[src/rtl/core/dpq_pkg.sv]
// Shared package for the digit parity dual ring queue.
// Holds the ring geometry, character codes, outcome codes and helpers.
// No dependencies.
`timescale 1ns / 1ps

package dpq_pkg;

    localparam int DEPTH = 16;
    localparam int PTR_W = (DEPTH > 1) ? $clog2(DEPTH) : 1;
    localparam int CNT_W = 4;
    localparam int DIGIT_W = 4;

    localparam logic [PTR_W-1:0] PTR_LAST = PTR_W'(DEPTH - 1);

    localparam logic [7:0] CHAR_ZERO = 8'd48;
    localparam logic [7:0] CHAR_NINE = 8'd57;
    localparam logic [7:0] CHAR_LO_A = 8'd97;
    localparam logic [7:0] CHAR_LO_Z = 8'd122;
    localparam logic [7:0] CHAR_UP_A = 8'd65;
    localparam logic [7:0] CHAR_UP_Z = 8'd90;

    typedef enum logic [2:0] {
        OUT_IGNORED = 3'd0,
        OUT_PUSHED  = 3'd1,
        OUT_FULL    = 3'd2,
        OUT_POPPED  = 3'd3,
        OUT_EMPTY   = 3'd4
    } outcome_t;

    typedef logic [PTR_W-1:0] ptr_t;

    function automatic ptr_t ring_next(input ptr_t p);
        ptr_t r;
        if (p == PTR_LAST)
        begin
            r = '0;
        end
        else
        begin
            r = p + ptr_t'(1);
        end
        return r;
    endfunction

    // Occupancy of a ring, reported in its low CNT_W bits.
    function automatic logic [CNT_W-1:0] ring_count(input ptr_t head, input ptr_t tail);
        logic [PTR_W:0]       diff;
        logic [PTR_W+CNT_W:0] wide;
        if (tail >= head)
        begin
            diff = {1'b0, tail} - {1'b0, head};
        end
        else
        begin
            diff = {1'b0, tail} + (PTR_W+1)'(DEPTH) - {1'b0, head};
        end
        wide = {{CNT_W{1'b0}}, diff};
        return wide[CNT_W-1:0];
    endfunction

endpackage

[src/rtl/core/dpq_ram.sv]
// Generic single-clock RAM with one write port and one registered read port.
// No dependencies.
`timescale 1ns / 1ps

module dpq_ram #(
    parameter int WIDTH = 4,
    parameter int DEPTH = 16
) (
    input  logic                             clk,
    input  logic                             we,
    input  logic [$clog2(DEPTH > 1 ? DEPTH : 2)-1:0] waddr,
    input  logic [WIDTH-1:0]                 wdata,
    input  logic [$clog2(DEPTH > 1 ? DEPTH : 2)-1:0] raddr,
    output logic [WIDTH-1:0]                 rdata
);

    logic [WIDTH-1:0] mem [DEPTH];

    always_ff @(posedge clk)
    begin
        if (we)
        begin
            mem[waddr] <= wdata;
        end
        rdata <= mem[raddr];
    end

endmodule

[src/rtl/core/digit_parity_dual_ring_queue.sv]
// Digit parity dual ring queue: classifies one ASCII byte per transaction, pushes digits
// on an even or odd ring and pops them on letters. Depends on dpq_pkg and dpq_ram.
// Result: an accepted transaction passes through the fetch stage and then the output register.
// Flow: input waits while the RAM read is in flight and while an untaken result is held.
// Reset: all ring pointers go to zero and no result is pending; RAM contents are not
// cleared and no clearing pass is run.
`timescale 1ns / 1ps

module digit_parity_dual_ring_queue (
    input  logic       clk,
    input  logic       rst_n,
    input  logic       in_valid,
    output logic       in_ready,
    input  logic [7:0] char_in,
    output logic       out_valid,
    input  logic       out_ready,
    output logic [2:0] outcome,
    output logic       queue_sel,
    output logic [3:0] popped_digit,
    output logic [3:0] even_count,
    output logic [3:0] odd_count
);

    dpq_pkg::ptr_t even_head_reg, even_head_next;
    dpq_pkg::ptr_t even_tail_reg, even_tail_next;
    dpq_pkg::ptr_t odd_head_reg, odd_head_next;
    dpq_pkg::ptr_t odd_tail_reg, odd_tail_next;

    // Fetch stage: the transaction waits here for the RAM read data.
    logic              fetch_reg;
    dpq_pkg::outcome_t f_outcome_reg, f_outcome_next;
    logic              f_sel_reg, f_sel_next;
    logic [3:0]        f_ecnt_reg;
    logic [3:0]        f_ocnt_reg;

    // Output register.
    logic              out_valid_reg;
    dpq_pkg::outcome_t o_outcome_reg;
    logic              o_sel_reg;
    logic [3:0]        o_digit_reg;
    logic [3:0]        o_ecnt_reg;
    logic [3:0]        o_ocnt_reg;

    logic       accept;
    logic       even_we, odd_we;
    logic [3:0] digit_val;
    logic [3:0] even_rdata, odd_rdata;
    logic [3:0] fetch_digit;
    logic       is_digit, is_lower, is_upper;

    // Input waits while the fetch stage is full or the output register holds an untaken result.
    assign in_ready = !fetch_reg && (!out_valid_reg || out_ready);
    assign accept   = in_valid && in_ready;

    assign is_digit  = (char_in >= dpq_pkg::CHAR_ZERO) && (char_in <= dpq_pkg::CHAR_NINE);
    assign is_lower  = (char_in >= dpq_pkg::CHAR_LO_A) && (char_in <= dpq_pkg::CHAR_LO_Z);
    assign is_upper  = (char_in >= dpq_pkg::CHAR_UP_A) && (char_in <= dpq_pkg::CHAR_UP_Z);
    assign digit_val = 4'(char_in - dpq_pkg::CHAR_ZERO);

    always_comb
    begin
        even_head_next = even_head_reg;
        even_tail_next = even_tail_reg;
        odd_head_next  = odd_head_reg;
        odd_tail_next  = odd_tail_reg;
        f_outcome_next = dpq_pkg::OUT_IGNORED;
        f_sel_next     = 1'b0;
        even_we        = 1'b0;
        odd_we         = 1'b0;
        if (is_digit)
        begin
            // The character code of zero is even, so bit zero gives the parity.
            if (!char_in[0])
            begin
                if (dpq_pkg::ring_next(even_tail_reg) == even_head_reg)
                begin
                    f_outcome_next = dpq_pkg::OUT_FULL;
                end
                else
                begin
                    f_outcome_next = dpq_pkg::OUT_PUSHED;
                    even_we        = accept;
                    if (accept)
                    begin
                        even_tail_next = dpq_pkg::ring_next(even_tail_reg);
                    end
                end
            end
            else
            begin
                f_sel_next = 1'b1;
                if (dpq_pkg::ring_next(odd_tail_reg) == odd_head_reg)
                begin
                    f_outcome_next = dpq_pkg::OUT_FULL;
                end
                else
                begin
                    f_outcome_next = dpq_pkg::OUT_PUSHED;
                    odd_we         = accept;
                    if (accept)
                    begin
                        odd_tail_next = dpq_pkg::ring_next(odd_tail_reg);
                    end
                end
            end
        end
        else if (is_lower)
        begin
            if (even_head_reg == even_tail_reg)
            begin
                f_outcome_next = dpq_pkg::OUT_EMPTY;
            end
            else
            begin
                f_outcome_next = dpq_pkg::OUT_POPPED;
                if (accept)
                begin
                    even_head_next = dpq_pkg::ring_next(even_head_reg);
                end
            end
        end
        else if (is_upper)
        begin
            f_sel_next = 1'b1;
            if (odd_head_reg == odd_tail_reg)
            begin
                f_outcome_next = dpq_pkg::OUT_EMPTY;
            end
            else
            begin
                f_outcome_next = dpq_pkg::OUT_POPPED;
                if (accept)
                begin
                    odd_head_next = dpq_pkg::ring_next(odd_head_reg);
                end
            end
        end
    end

    // Both rings read at their head every cycle; the data sampled at the
    // accepting edge belongs to the head before it advances.
    dpq_ram #(
        .WIDTH(dpq_pkg::DIGIT_W),
        .DEPTH(dpq_pkg::DEPTH)
    ) u_even_ram (
        .clk  (clk),
        .we   (even_we),
        .waddr(even_tail_reg),
        .wdata(digit_val),
        .raddr(even_head_reg),
        .rdata(even_rdata)
    );

    dpq_ram #(
        .WIDTH(dpq_pkg::DIGIT_W),
        .DEPTH(dpq_pkg::DEPTH)
    ) u_odd_ram (
        .clk  (clk),
        .we   (odd_we),
        .waddr(odd_tail_reg),
        .wdata(digit_val),
        .raddr(odd_head_reg),
        .rdata(odd_rdata)
    );

    always_comb
    begin
        if (f_outcome_reg == dpq_pkg::OUT_POPPED)
        begin
            fetch_digit = f_sel_reg ? odd_rdata : even_rdata;
        end
        else
        begin
            fetch_digit = 4'd0;
        end
    end

    always_ff @(posedge clk or negedge rst_n)
    begin
        if (!rst_n)
        begin
            even_head_reg <= '0;
            even_tail_reg <= '0;
            odd_head_reg  <= '0;
            odd_tail_reg  <= '0;
            fetch_reg     <= 1'b0;
            out_valid_reg <= 1'b0;
        end
        else
        begin
            even_head_reg <= even_head_next;
            even_tail_reg <= even_tail_next;
            odd_head_reg  <= odd_head_next;
            odd_tail_reg  <= odd_tail_next;
            fetch_reg     <= accept;
            if (fetch_reg)
            begin
                out_valid_reg <= 1'b1;
            end
            else if (out_ready)
            begin
                out_valid_reg <= 1'b0;
            end
        end
    end

    always_ff @(posedge clk)
    begin
        if (accept)
        begin
            f_outcome_reg <= f_outcome_next;
            f_sel_reg     <= f_sel_next;
            f_ecnt_reg    <= dpq_pkg::ring_count(even_head_next, even_tail_next);
            f_ocnt_reg    <= dpq_pkg::ring_count(odd_head_next, odd_tail_next);
        end
        if (fetch_reg)
        begin
            o_outcome_reg <= f_outcome_reg;
            o_sel_reg     <= f_sel_reg;
            o_digit_reg   <= fetch_digit;
            o_ecnt_reg    <= f_ecnt_reg;
            o_ocnt_reg    <= f_ocnt_reg;
        end
    end

    assign out_valid    = out_valid_reg;
    assign outcome      = o_outcome_reg;
    assign queue_sel    = o_sel_reg;
    assign popped_digit = o_digit_reg;
    assign even_count   = o_ecnt_reg;
    assign odd_count    = o_ocnt_reg;

endmodule
[config.mk]
export PLATFORM = sky130hd
export DESIGN_NAME = digit_parity_dual_ring_queue
export DESIGN_NICKNAME = d
export VERILOG_FILES = /design/src/rtl/core/dpq_pkg.sv /design/src/rtl/core/dpq_ram.sv /design/src/rtl/core/digit_parity_dual_ring_queue.sv
export SDC_FILE = /design/constraint.sdc
export NUM_CORES = 1
export LEC_CHECK = 0
export BUFFER_PORTS_ARGS = -buffer_cell sky130_fd_sc_hd__buf_4
export CORE_ASPECT_RATIO = 0.8
export CORE_MARGIN = 2
export CORE_UTILIZATION = 45
export DETAILED_ROUTE_END_ITERATION = 7
export PLACE_DENSITY = 0.6
export SLEW_MARGIN = 0
export SYNTH_ARGS = -nofsm -noshare
export SYNTH_HDL_FRONTEND = slang
export SYNTH_HIERARCHICAL = 1
export SYNTH_SLANG_ARGS = --single-unit
[constraint.sdc]
create_clock -name clk -period 9.95 [get_ports clk]
set_input_delay 0.995 -clock clk [delete_from_list [all_inputs] [get_ports clk]]
set_output_delay 0.995 -clock clk [all_outputs]
set_load 0.05 [all_outputs]
==> results of run 1 <==
[report_power, final]
group / switching (uW) / leakage [uW] / internal [uW]
Combinational: 186 / 0.00106 / 164
Clock: 298 / 0.000270 / 329
Sequential: 54.4 / 0.00172 / 882
[cell families after synthesis]
group / synth area share, %
buffers and inverters: 2.30
XOR/XNOR: 3.04
flip-flops: 68.2
adder cells (fa/ha/maj): 2.13
AO/OA/AOI/OAI: 3.54
multiplexers: 12.3
AND/OR/NAND/NOR: 8.55
[layout by cell type, fill, tap and decap left out, types with 6 or more instances in the layout]
cell,n
edfxtp_1,156
nor2_1,40
buf_4,31
mux4_1,28
nand3_1,23
nand2_1,22
dfrtp_1,18
xnor2_1,17
clkbuf_16,17
inv_1,14
xor2_1,10
ha_1,10
nand2b_1,9
nor3_1,9
a22oi_1,9
dfxtp_1,8
a21o_1,7
mux2i_1,7
inv_6,6
[metal layers]
metal	GRT usage, %	up-vias	share of wire, %	wire length, um
li1	-	1893	-	-
met4	4.44	0	0.70	106
met3	4.66	9	6.3	954
met2	25.1	151	44	6680
met1	27.3	2133	49	7330
met5	0	-	0	0
[cell type report]
type                       count  area share, %
multi-input combinational    251           26.3
inverter                      15          0.646
clock buffer                  17           4.88
timing repair buffer          31           2.67
clock inverter                15           1.52
sequential                   182           60.8
tap                          220           3.16
[Yosys cell counts, drive strengths merged, types with 2 or more instances]
cell type,number,share of area (%)
mux4,32,11
a31oi,4,0.32
nand3b,5,0.48
nand4,3,0.24
dfxtp,8,2.1
a21o,7,0.68
nand4b,2,0.23
nand3,24,1.6
a21oi,4,0.26
clkbuf,6,0.31
nand2b,9,0.72
inv,15,0.72
xnor2,17,1.9
mux2i,7,0.90
ha,10,1.6
or3,3,0.24
fa,2,0.52
nor3,9,0.58
or4,4,0.43
buf,10,1.3
o21ai,5,0.32
xor2,10,1.1
mux2,5,0.72
nor2,40,1.9
dfrtp,18,5.8
a22oi,9,0.87
nand2,22,1.1
or3b,2,0.23
edfxtp,156,60
nor2b,5,0.40
[through the flow]
stage / setup slack, ns / hold WS [ns]
3_3_place_gp: 6.02 / 0.403
3_5_place_dp: 5.87 / 0.407
2_1_floorplan: 6.42 / 0.400
5_1_grt: 5.95 / 0.425
6_report: 6.25 / 0.421
4_1_cts: 6.25 / 0.424
[how the worst max path moves through the flow]
stage	slack, ns	startpoint	endpoint
after floorplan	6.42	in_valid	f_ocnt_reg[3]$_DFFE_PN_
after global placement	6.02	in_valid	f_ocnt_reg[3]$_DFFE_PN_
after detailed placement	5.87	in_valid	f_ocnt_reg[3]$_DFFE_PN_
after CTS	6.25	fetch_reg$_DFF_PN0_	f_ocnt_reg[3]$_DFFE_PN_
after global routing	5.95	fetch_reg$_DFF_PN0_	f_ocnt_reg[3]$_DFFE_PN_
final	6.25	fetch_reg$_DFF_PN0_	f_ocnt_reg[3]$_DFFE_PN_
[worst register-to-register path: stages (launching register included)]
cell	delay, ns
dfrtp_1	0.61
nor2b_1	0.21
nand2_1	0.13
inv_1	0.49
nand3_1	0.25
nor2_1	0.45
mux2_2	0.44
ha_1	0.30
a21o_1	0.17
a21oi_1	0.17
xnor2_1	0.16
xnor2_1	0.08
==> impl_metrics.csv, run 1 <==
group,metric,value,unit
cells_and_area,finalNonFillerCells,731,
cells_and_area,multi_input_area,2290,um2
flow_run,cap_violations,0,
cells_and_area,nets,522,
setup_path,endpoint_kind,"register",
global_routing,grt_pass1_wl,23400,um
cells_and_area,syn_to_final_growth,12.1,%
cells_and_area,diodes,0,
place,port_buffers,29,
setup_path,worst_ep_required_time,10.12,ns
setup_path,cp_top_family,"simple AND/OR/NAND/NOR gates",
logic_synthesis,async_flop_share,9.89,%
power_and_ir_drop,cellLeakagePower,0.00304,uW
logic_synthesis,syn_inst,464,
worst_hold_path,whs_path_depth,0,
sta,hold_violations,0,
clocking,cts_tree,"built",
setup_path,critPathLaunchType,"register",
setup_path,reg2reg_to,"f_ocnt_reg[3]$_DFFE_PN_",
setup_path,path_class,"register to register",
run_status,status,"finished clean",
worst_hold_path,hold_path_end,"even_count[0]$_DFFE_PP_",
worst_hold_path,hp-class,"register to register",
cells_and_area,drive_gt1_share,15.3,%
route,antenna_left,0,
clocking,path_clk_slew,0.07,ns
sta,max_freq,270,MHz
sta,fin_crit_sh,37.2,%
clocking,cts_resized,0,
clocking,clkSinkCount,182,
logic_synthesis,ys_warn_count,6,
clocking,h-tree-depth,4,
setup_path,path_max_fanout,18,
clocking,cts_buffers,17,
route,drc,0,
route,drt_iter0_drc,348,
place,placedCellCount,699,
sta,grt_setup_unrepaired,"false",
die,die_area,18300,um2
clocking,cts_hold_buf,0,
logic_synthesis,synth_cell_types,50,
place,hpwlAfterDp,9920,um
sta,worst_pin_slew,0.976,ns
sta,finalSetupTns,0,ns
setup_path,r2r.worst_path.cells,11,
route,routedWlPerCell,20.6,um
setup_path,worstPathArrival,3.87,ns
global_routing,grt_pass1_vias,4024,
setup_path,path_depth,11,
sta,setup_viol,0,
die,start_util,46.5,%
cells_and_area,nFillCells,1369,
setup_path,r2r-start,"fetch_reg$_DFF_PN0_",
worst_hold_path,worstHoldStart,"f_ecnt_reg[0]$_DFFE_PN_",
place,place_area,8150,um2
setup_path,regToRegSetupSlack,6.25,ns
cells_and_area,fin_area,8710,um2
setup_path,max_stage_delay,0.61,ns
global_routing,grt_max_degree,40,
cells_and_area,seqCellArea,5300,um2
clocking,cts_setup_buffers,0,
setup_path,cp_num_buf_inv,1,
cells_and_area,final_util,52.1,%
clocking,cts_root_buf,"clkbuf_16",
logic_synthesis,synth.avg_cell_area,16.7,um2
route,vias,4186,
logic_synthesis,synth.cell_area,7770,um2
setup_path,cp_common_cell,"xnor2_1",
sta,max-slew-margin-rel,35.0,%
logic_synthesis,synth_nets,488,
sta,fin_skew,0.0145,ns
global_routing,grt-ovfl-total,0,
power_and_ir_drop,p_per_area,220,nW/um2
logic_synthesis,synth_ff_type,"edfxtp_1",
cells_and_area,reg_top3,"u_even_ram/mem: 64 flops, u_odd_ram/mem: 64 flops",
place,gp_congestion,0.852,
route,first_pass_iters,7,
die,ios,30,
clocking,clock_path_buffers,2,
sta,maxSlewViolCount,0,
power_and_ir_drop,power,1910,uW
die,die_h,122,um
die,die_w,151,um
die,rows,42,
sta,final.min_clock_period,3.70,ns
power_and_ir_drop,peakVddDrop,0.127,mV
setup_path,crit_slowest_cell,"dfrtp_1",
clocking,clkLatencyLatePin,0.43,ns
route,wirelength,15100,um
route,via_per_inst,5.73,
logic_synthesis,synth-edff-count,156,
logic_synthesis,synth_seq_cells,182,
logic_synthesis,ys_seq_area_share,68.2,%
die,core_area,16700,um2
global_routing,antenna_found_initial,0,
setup_path,path_cells,"nor2b_1 -> nand2_1 -> inv_1 -> nand3_1 -> nor2_1 -> mux2_2 -> ha_1 -> a21o_1 -> a21oi_1 -> xnor2_1 -> xnor2_1",
global_routing,grt_use_total,17.7,%
Power figures use the tool's default switching activity.
==> run 2: changes to the inputs <==
Clock period 9.95 ns to 3.54 ns, I/O delays scaled along.
==> run 2 against run 1 <==
Hold slack worse by 0.24 ns. Clock-buffer cell count stayed put. Largest power group unchanged. Register-to-register slack worse by 5.9 ns. Highest routed layer unchanged.
==> impl_metrics.csv, run 2 (synthesis gave the netlist of run 1 again) <==
group,metric,value,unit
run_status,status,"finished clean",
global_routing,grt_pass1_vias,4132,
clocking,cts_setup_buffers,0,
setup_path,endpoint_kind,"register",
sta,grt_setup_unrepaired,"false",
die,die_w,151,um
cells_and_area,layout_commonest_cell,"edfxtp_1",
route,route.met3.wl,881,um
die,core_area,16700,um2
sta,finalSetupTns,0,ns
route,highest_layer,"met4",
setup_path,path_cells,"ha_1 -> a31oi_1 -> xnor2_1 -> nand3_1 -> nor2_1 -> nor2_1 -> mux2_2 -> ha_1 -> a21o_1 -> a21oi_1 -> xnor2_1 -> xnor2_1",
power_and_ir_drop,cellLeakagePower,0.00315,uW
cells_and_area,syn_to_final_growth,14.2,%
sta,fin_crit_sh,90.6,%
cells_and_area,final_util,53.1,%
sta,maxSlewViolCount,0,
clocking,cts_buffers,17,
setup_path,worst_ep_required_time,3.71,ns
cells_and_area,drive_gt1_share,18.3,%
route,routedWlPerCell,20.1,um
sta,worst_pin_slew,0.782,ns
die,die_h,122,um
sta,hold_violations,0,
setup_path,worstPathArrival,3.38,ns
power_and_ir_drop,peakVddDrop,0.389,mV
setup_path,cp_num_buf_inv,0,
clocking,path_clk_slew,0.07,ns
clocking,clock_path_buffers,2,
place,gp_congestion,0.852,
die,ios,30,
global_routing,grt_max_degree,36,
setup_path,path_class,"register to register",
global_routing,grt_pass1_wl,23500,um
clocking,h-tree-depth,4,
worst_hold_path,hp-class,"primary input to register",
sta,holdWs,0.184,ns
clocking,cts_root_buf,"clkbuf_16",
place,port_buffers,29,
cells_and_area,fin_area,8870,um2
route,drc,0,
route,wl_met2,6510,um
die,start_util,46.5,%
power_and_ir_drop,p_per_area,615,nW/um2
place,hpwlAfterDp,10200,um
setup_path,path_max_fanout,14,
sta,fin_skew,0.0114,ns
cells_and_area,layout_common_cells,"edfxtp_1, buf_4, nor2_1, mux4_1, nand3_1",
die,die_area,18300,um2
sta,final.min_clock_period,3.21,ns
cells_and_area,reg_top3,"u_even_ram/mem: 64 flops, u_odd_ram/mem: 64 flops",
global_routing,grt-ovfl-total,0,
setup_path,max_stage_delay,0.54,ns
route,first_pass_iters,5,
sta,max-slew-margin-rel,47.5,%
setup_path,critPathLaunchType,"register",
global_routing,grt_use_total,17.7,%
sta,setup_viol,0,
clocking,clkSinkCount,182,
die,rows,42,
route,m1WireLength,7600,um
place,place_area,8290,um2
clocking,cts_hold_buf,1,
flow_run,cap_violations,0,
route,vias,4209,
sta,max_freq,312,MHz
setup_path,crit_slowest_cell,"dfrtp_1",
global_routing,antenna_found_initial,0,
clocking,clkLatencyLatePin,0.43,ns
clocking,cts_resized,0,
setup_path,cp_common_cell,"xnor2_1",
route,wirelength,15100,um
route,drt_iter0_drc,454,
cells_and_area,nets,541,
cells_and_area,diodes,0,
setup_path,cp_top_family,"adder cells",
route,antenna_left,0,
clocking,cts_tree,"built",
route,via_per_inst,5.61,
## run 2: layout make-up
class,count,area (um2)
clock inverters,15,148
repair buffers,50,378
flip-flops and latches,182,5300
clock buffers,17,425
inverters,15,56.3
fillers,1356,7840
well taps,220,275
multi-input cells,251,2290
## run 2: final timing paths
check,start,to,slack (ns),cells past startpoint
worst max register to register,odd_tail_reg[0]$_DFF_PN0_,f_ocnt_reg[3]$_DFFE_PN_,0.33,12
worst min-delay path,char_in[1],u_odd_ram/mem[14][1]$_DFFE_PP_,0.18,1
worst min register to register,f_ecnt_reg[3]$_DFFE_PN_,even_count[3]$_DFFE_PP_,0.42,0
min in group asynchronous,rst_n,even_head_reg[1]$_DFF_PN0_,0.34,2
max in group asynchronous,rst_n,even_tail_reg[1]$_DFF_PN0_,2.97,2
worst max-delay path,odd_tail_reg[0]$_DFF_PN0_,f_ocnt_reg[3]$_DFFE_PN_,0.33,12
## run 2: worst register-to-register path, cell delays in order, from the launching register on
cell     delay, ns
dfrtp_1       0.54
ha_1          0.33
a31oi_1       0.27
xnor2_1       0.17
nand3_1       0.14
nor2_1        0.20
nor2_1        0.09
mux2_2        0.33
ha_1          0.31
a21o_1        0.18
a21oi_1       0.17
xnor2_1       0.15
xnor2_1       0.09
## run 2: where the power goes
group          internal [uW]  switching, uW
Sequential              2480           73.1
Combinational            478            607
Clock                    943            872
## run 2: stage by stage
step	power, uW	worst slack, ns	std cells
after floorplan	3420	0.389	464
after global placement	3670	0.432	717
after detailed placement	3690	0.344	717
after CTS	5500	0.317	750
after global routing	5700	0.0303	750
final	5450	0.332	750
## run 2: routing by layer
layer	track usage, %	up-vias
met5	0	-
met4	4.85	0
met3	4.21	9
met2	24.7	119
met1	27.9	2149
li1	-	1932
==> run 3: changes to the inputs <==
Settings changed: ABC_AREA set to 1, CAP_MARGIN set to 20, SLEW_MARGIN 0 to not set.
==> run 3 against run 2 <==
Clock-buffer cell count unchanged. Critical path type unchanged. Synthesized cell count grew 89%. Worst setup slack better by 0.19 ns. Sequential share of layout area decreased by 4.4 points. Utilization down 2.3 points. Critical endpoint unchanged. Synthesized area increased by 11%.
==> impl_metrics.csv, run 3 <==
group,metric,value,unit
sta,final.min_clock_period,3.02,ns
worst_hold_path,hp-class,"primary input to register",
logic_synthesis,synth_common_cells,"nand2_1, edfxtp_1, inv_1, nand3_1, nor2_1",
route,drc,0,
clocking,clock_path_buffers,2,
setup_path,path_cells,"ha_1 -> nand2_2 -> nand2_1 -> nand2_1 -> o21ai_2 -> inv_1 -> nand2_1 -> nand2_1 -> nand2_2 -> nand4_4 -> inv_2 -> nand2_1 -> nand2_1 -> ha_1 -> nand2_1 -> nor2_1 -> a211oi_1 -> nand3b_1 -> nand2_1 -> nor2_1 -> nor2_1",
clocking,path_clk_slew,0.06,ns
logic_synthesis,synth_seq_cells,182,
sta,max-slew-margin-rel,68.6,%
global_routing,grtUsageMet2,28.2,%
setup_path,max_stage_delay,0.49,ns
sta,finalSetupTns,0,ns
place,hpwlAfterDp,11900,um
clocking,clkLatencyLatePin,0.42,ns
setup_path,cp_top_family,"simple AND/OR/NAND/NOR gates",
run_status,status,"finished clean",
cells_and_area,layout_commonest_cell,"nand2_1",
route,via_per_inst,4.84,
cells_and_area,syn_to_final_growth,11.3,%
logic_synthesis,synth_cell_types,40,
setup_path,path_max_fanout,8,
die,die_h,128,um
place,gp_congestion,0.809,
logic_synthesis,synth_nets,903,
global_routing,busiest_layer,"met1",
power_and_ir_drop,peakVddDrop,0.419,mV
power_and_ir_drop,p_per_area,677,nW/um2
setup_path,worstPathArrival,3.20,ns
die,rows,45,
logic_synthesis,synth.most_common_cell,"nand2_1",
logic_synthesis,synth_ff_type,"edfxtp_1",
route,first_pass_iters,5,
logic_synthesis,synth.cell_area,8600,um2
sta,fin_crit_sh,85.4,%
sta,grt_setup_unrepaired,"false",
sta,maxSlewViolCount,0,
sta,hold_violations,0,
logic_synthesis,async_flop_share,9.89,%
route,antenna_left,0,
sta,setup_viol,0,
setup_path,critPathLaunchType,"register",
route,routedWlPerCell,15.1,um
cells_and_area,reg_top3,"u_even_ram/mem: 64 flops, u_odd_ram/mem: 64 flops",
die,ios,30,
global_routing,grt-ovfl-total,0,
clocking,cts_resized,0,
place,port_buffers,29,
setup_path,endpoint_kind,"register",
global_routing,antenna_found_initial,0,
logic_synthesis,ys_warn_count,6,
route,wirelength,17900,um
logic_synthesis,yosys.area.top_type,"edfxtp_1",
sta,max_freq,331,MHz
route,vias,5757,
global_routing,grt_max_degree,37,
place,preCtsSetupSlack,0.483,ns
logic_synthesis,ys_seq_area_share,61.5,%
sta,fin_ws,0.517,ns
setup_path,cp_num_buf_inv,2,
place,placedCellCount,1156,
route,drt_iter0_drc,410,
power_and_ir_drop,cellLeakagePower,0.00424,uW
logic_synthesis,synth.avg_cell_area,9.79,um2
global_routing,grt_use_total,19.2,%
clocking,cts_tree,"built",
cells_and_area,diodes,0,
logic_synthesis,synth_top_area_share,54.5,%
die,core_area,18900,um2
global_routing,grt_pass1_wl,29500,um
clocking,cts_hold_buf,1,
clocking,h-tree-depth,4,
sta,worst_pin_slew,0.469,ns
global_routing,use_met1,29.0,%
setup_path,cp_common_cell,"nand2_1",
clocking,cts_setup_buffers,0,
cells_and_area,finalNonFillerCells,1189,
setup_path,crit_slowest_cell,"dfrtp_1",
setup_path,worst_ep_required_time,3.72,ns
setup_path,path_class,"register to register",
global_routing,grt_pass1_vias,5572,
sta,fin_skew,0.00841,ns
die,die_w,159,um
clocking,clkSinkCount,182,
die,start_util,45.6,%
flow_run,cap_violations,0,
logic_synthesis,syn_inst,879,
logic_synthesis,synthTopCellsByArea,"edfxtp_1, nand2_1, nand3_1, inv_1, dfrtp_1",
clocking,cts_root_buf,"clkbuf_16",
global_routing,gr-usage-met3,4.36,%
clocking,cts_buffers,17,
cells_and_area,nets,942,
die,die_area,20200,um2
logic_synthesis,synth-edff-count,156,
cells_and_area,drive_gt1_share,11.5,%
cells_and_area,layout_common_cells,"nand2_1, edfxtp_1, inv_1, nand3_1, nor2_1",
-- run 3: worst paths after layout --
path | slack (ns) | cells after the start | from | to
min in group asynchronous | 0.33 | 2 | rst_n | even_tail_reg[0]$_DFF_PN0_
hold reg to reg | 0.42 | 0 | f_ecnt_reg[2]$_DFFE_PN_ | even_count[2]$_DFFE_PP_
max in group asynchronous | 3.00 | 2 | rst_n | odd_tail_reg[3]$_DFF_PN0_
setup reg to reg | 0.52 | 21 | odd_tail_reg[0]$_DFF_PN0_ | f_ocnt_reg[3]$_DFFE_PN_
hold / removal | 0.25 | 4 | out_ready | out_valid$_DFFE_PN0P_
setup / recovery | 0.52 | 21 | odd_tail_reg[0]$_DFF_PN0_ | f_ocnt_reg[3]$_DFFE_PN_
-- run 3: logic make-up (layout without fill, tap and decap cells) --
| kind of cell | count (synthesis) | in the layout | synth area share [%] |
|---|---|---|---|
| DFF | 182 | 182 | 61.5 |
| xor gates and xnor gates | 13 | 13 | 1.32 |
| muxes | 6 | 6 | 0.756 |
| adders and majority gates | 12 | 12 | 1.92 |
| AOI/OAI and AO/OA | 27 | 27 | 1.95 |
| and+or+nand+nor | 456 | 456 | 23.1 |
| buffers and inverters | 183 | 235 | 9.44 |
-- run 3: worst register-to-register path, cell delays in order (launching register included) --
cell and delay, ns:
dfrtp_1 0.49, ha_1 0.25, nand2_2 0.09, nand2_1 0.08, nand2_1 0.06, o21ai_2 0.08
inv_1 0.08, nand2_1 0.06, nand2_1 0.05, nand2_2 0.08, nand4_4 0.14, inv_2 0.17
nand2_1 0.07, nand2_1 0.15, ha_1 0.26, nand2_1 0.06, nor2_1 0.03, a211oi_1 0.22
nand3b_1 0.14, nand2_1 0.07, nor2_1 0.10, nor2_1 0.05
-- run 3: power breakdown --
part           total, uW  internal (uW)  switching, uW
Sequential          2680           2540            143
Combinational       2090            680           1410
Clock               1710            900            808
Total               6480           4120           2360
-- run 3: layer usage --
layer | routed length, um | vias up | part of all wire, %
li1 | - | 2913 | -
met1 | 9090 | 2703 | 51
met2 | 7740 | 129 | 43
met3 | 859 | 12 | 4.8
met4 | 231 | 0 | 1.3
met5 | 0 | - | 0
-- run 3: per-stage QoR --
| stage | hold slack (ns) | cell area (um2) | power, uW | utilization (%) |
|---|---|---|---|---|
| after CTS | 0.232 | 9580 | 6540 | 50.8 |
| after floorplan | 0.0584 | 8600 | 4350 | - |
| after global placement | 0.242 | 9040 | 4810 | 47.9 |
| after global routing | 0.277 | 9580 | 6920 | 50.8 |
| final | 0.250 | 9580 | 6480 | 50.8 |
| after detailed placement | 0.246 | 9040 | 4820 | 47.9 |
-- run 3: area by class of cell --
type | instances | area, um2
Tap cell | 258 | 323
Inverter | 161 | 619
Clock buffer | 17 | 425
Fill cell | 1738 | 9280
Timing Repair Buffer | 42 | 318
Sequential cell | 182 | 5300
Multi-Input combinational cell | 514 | 2500
Clock inverter | 15 | 103
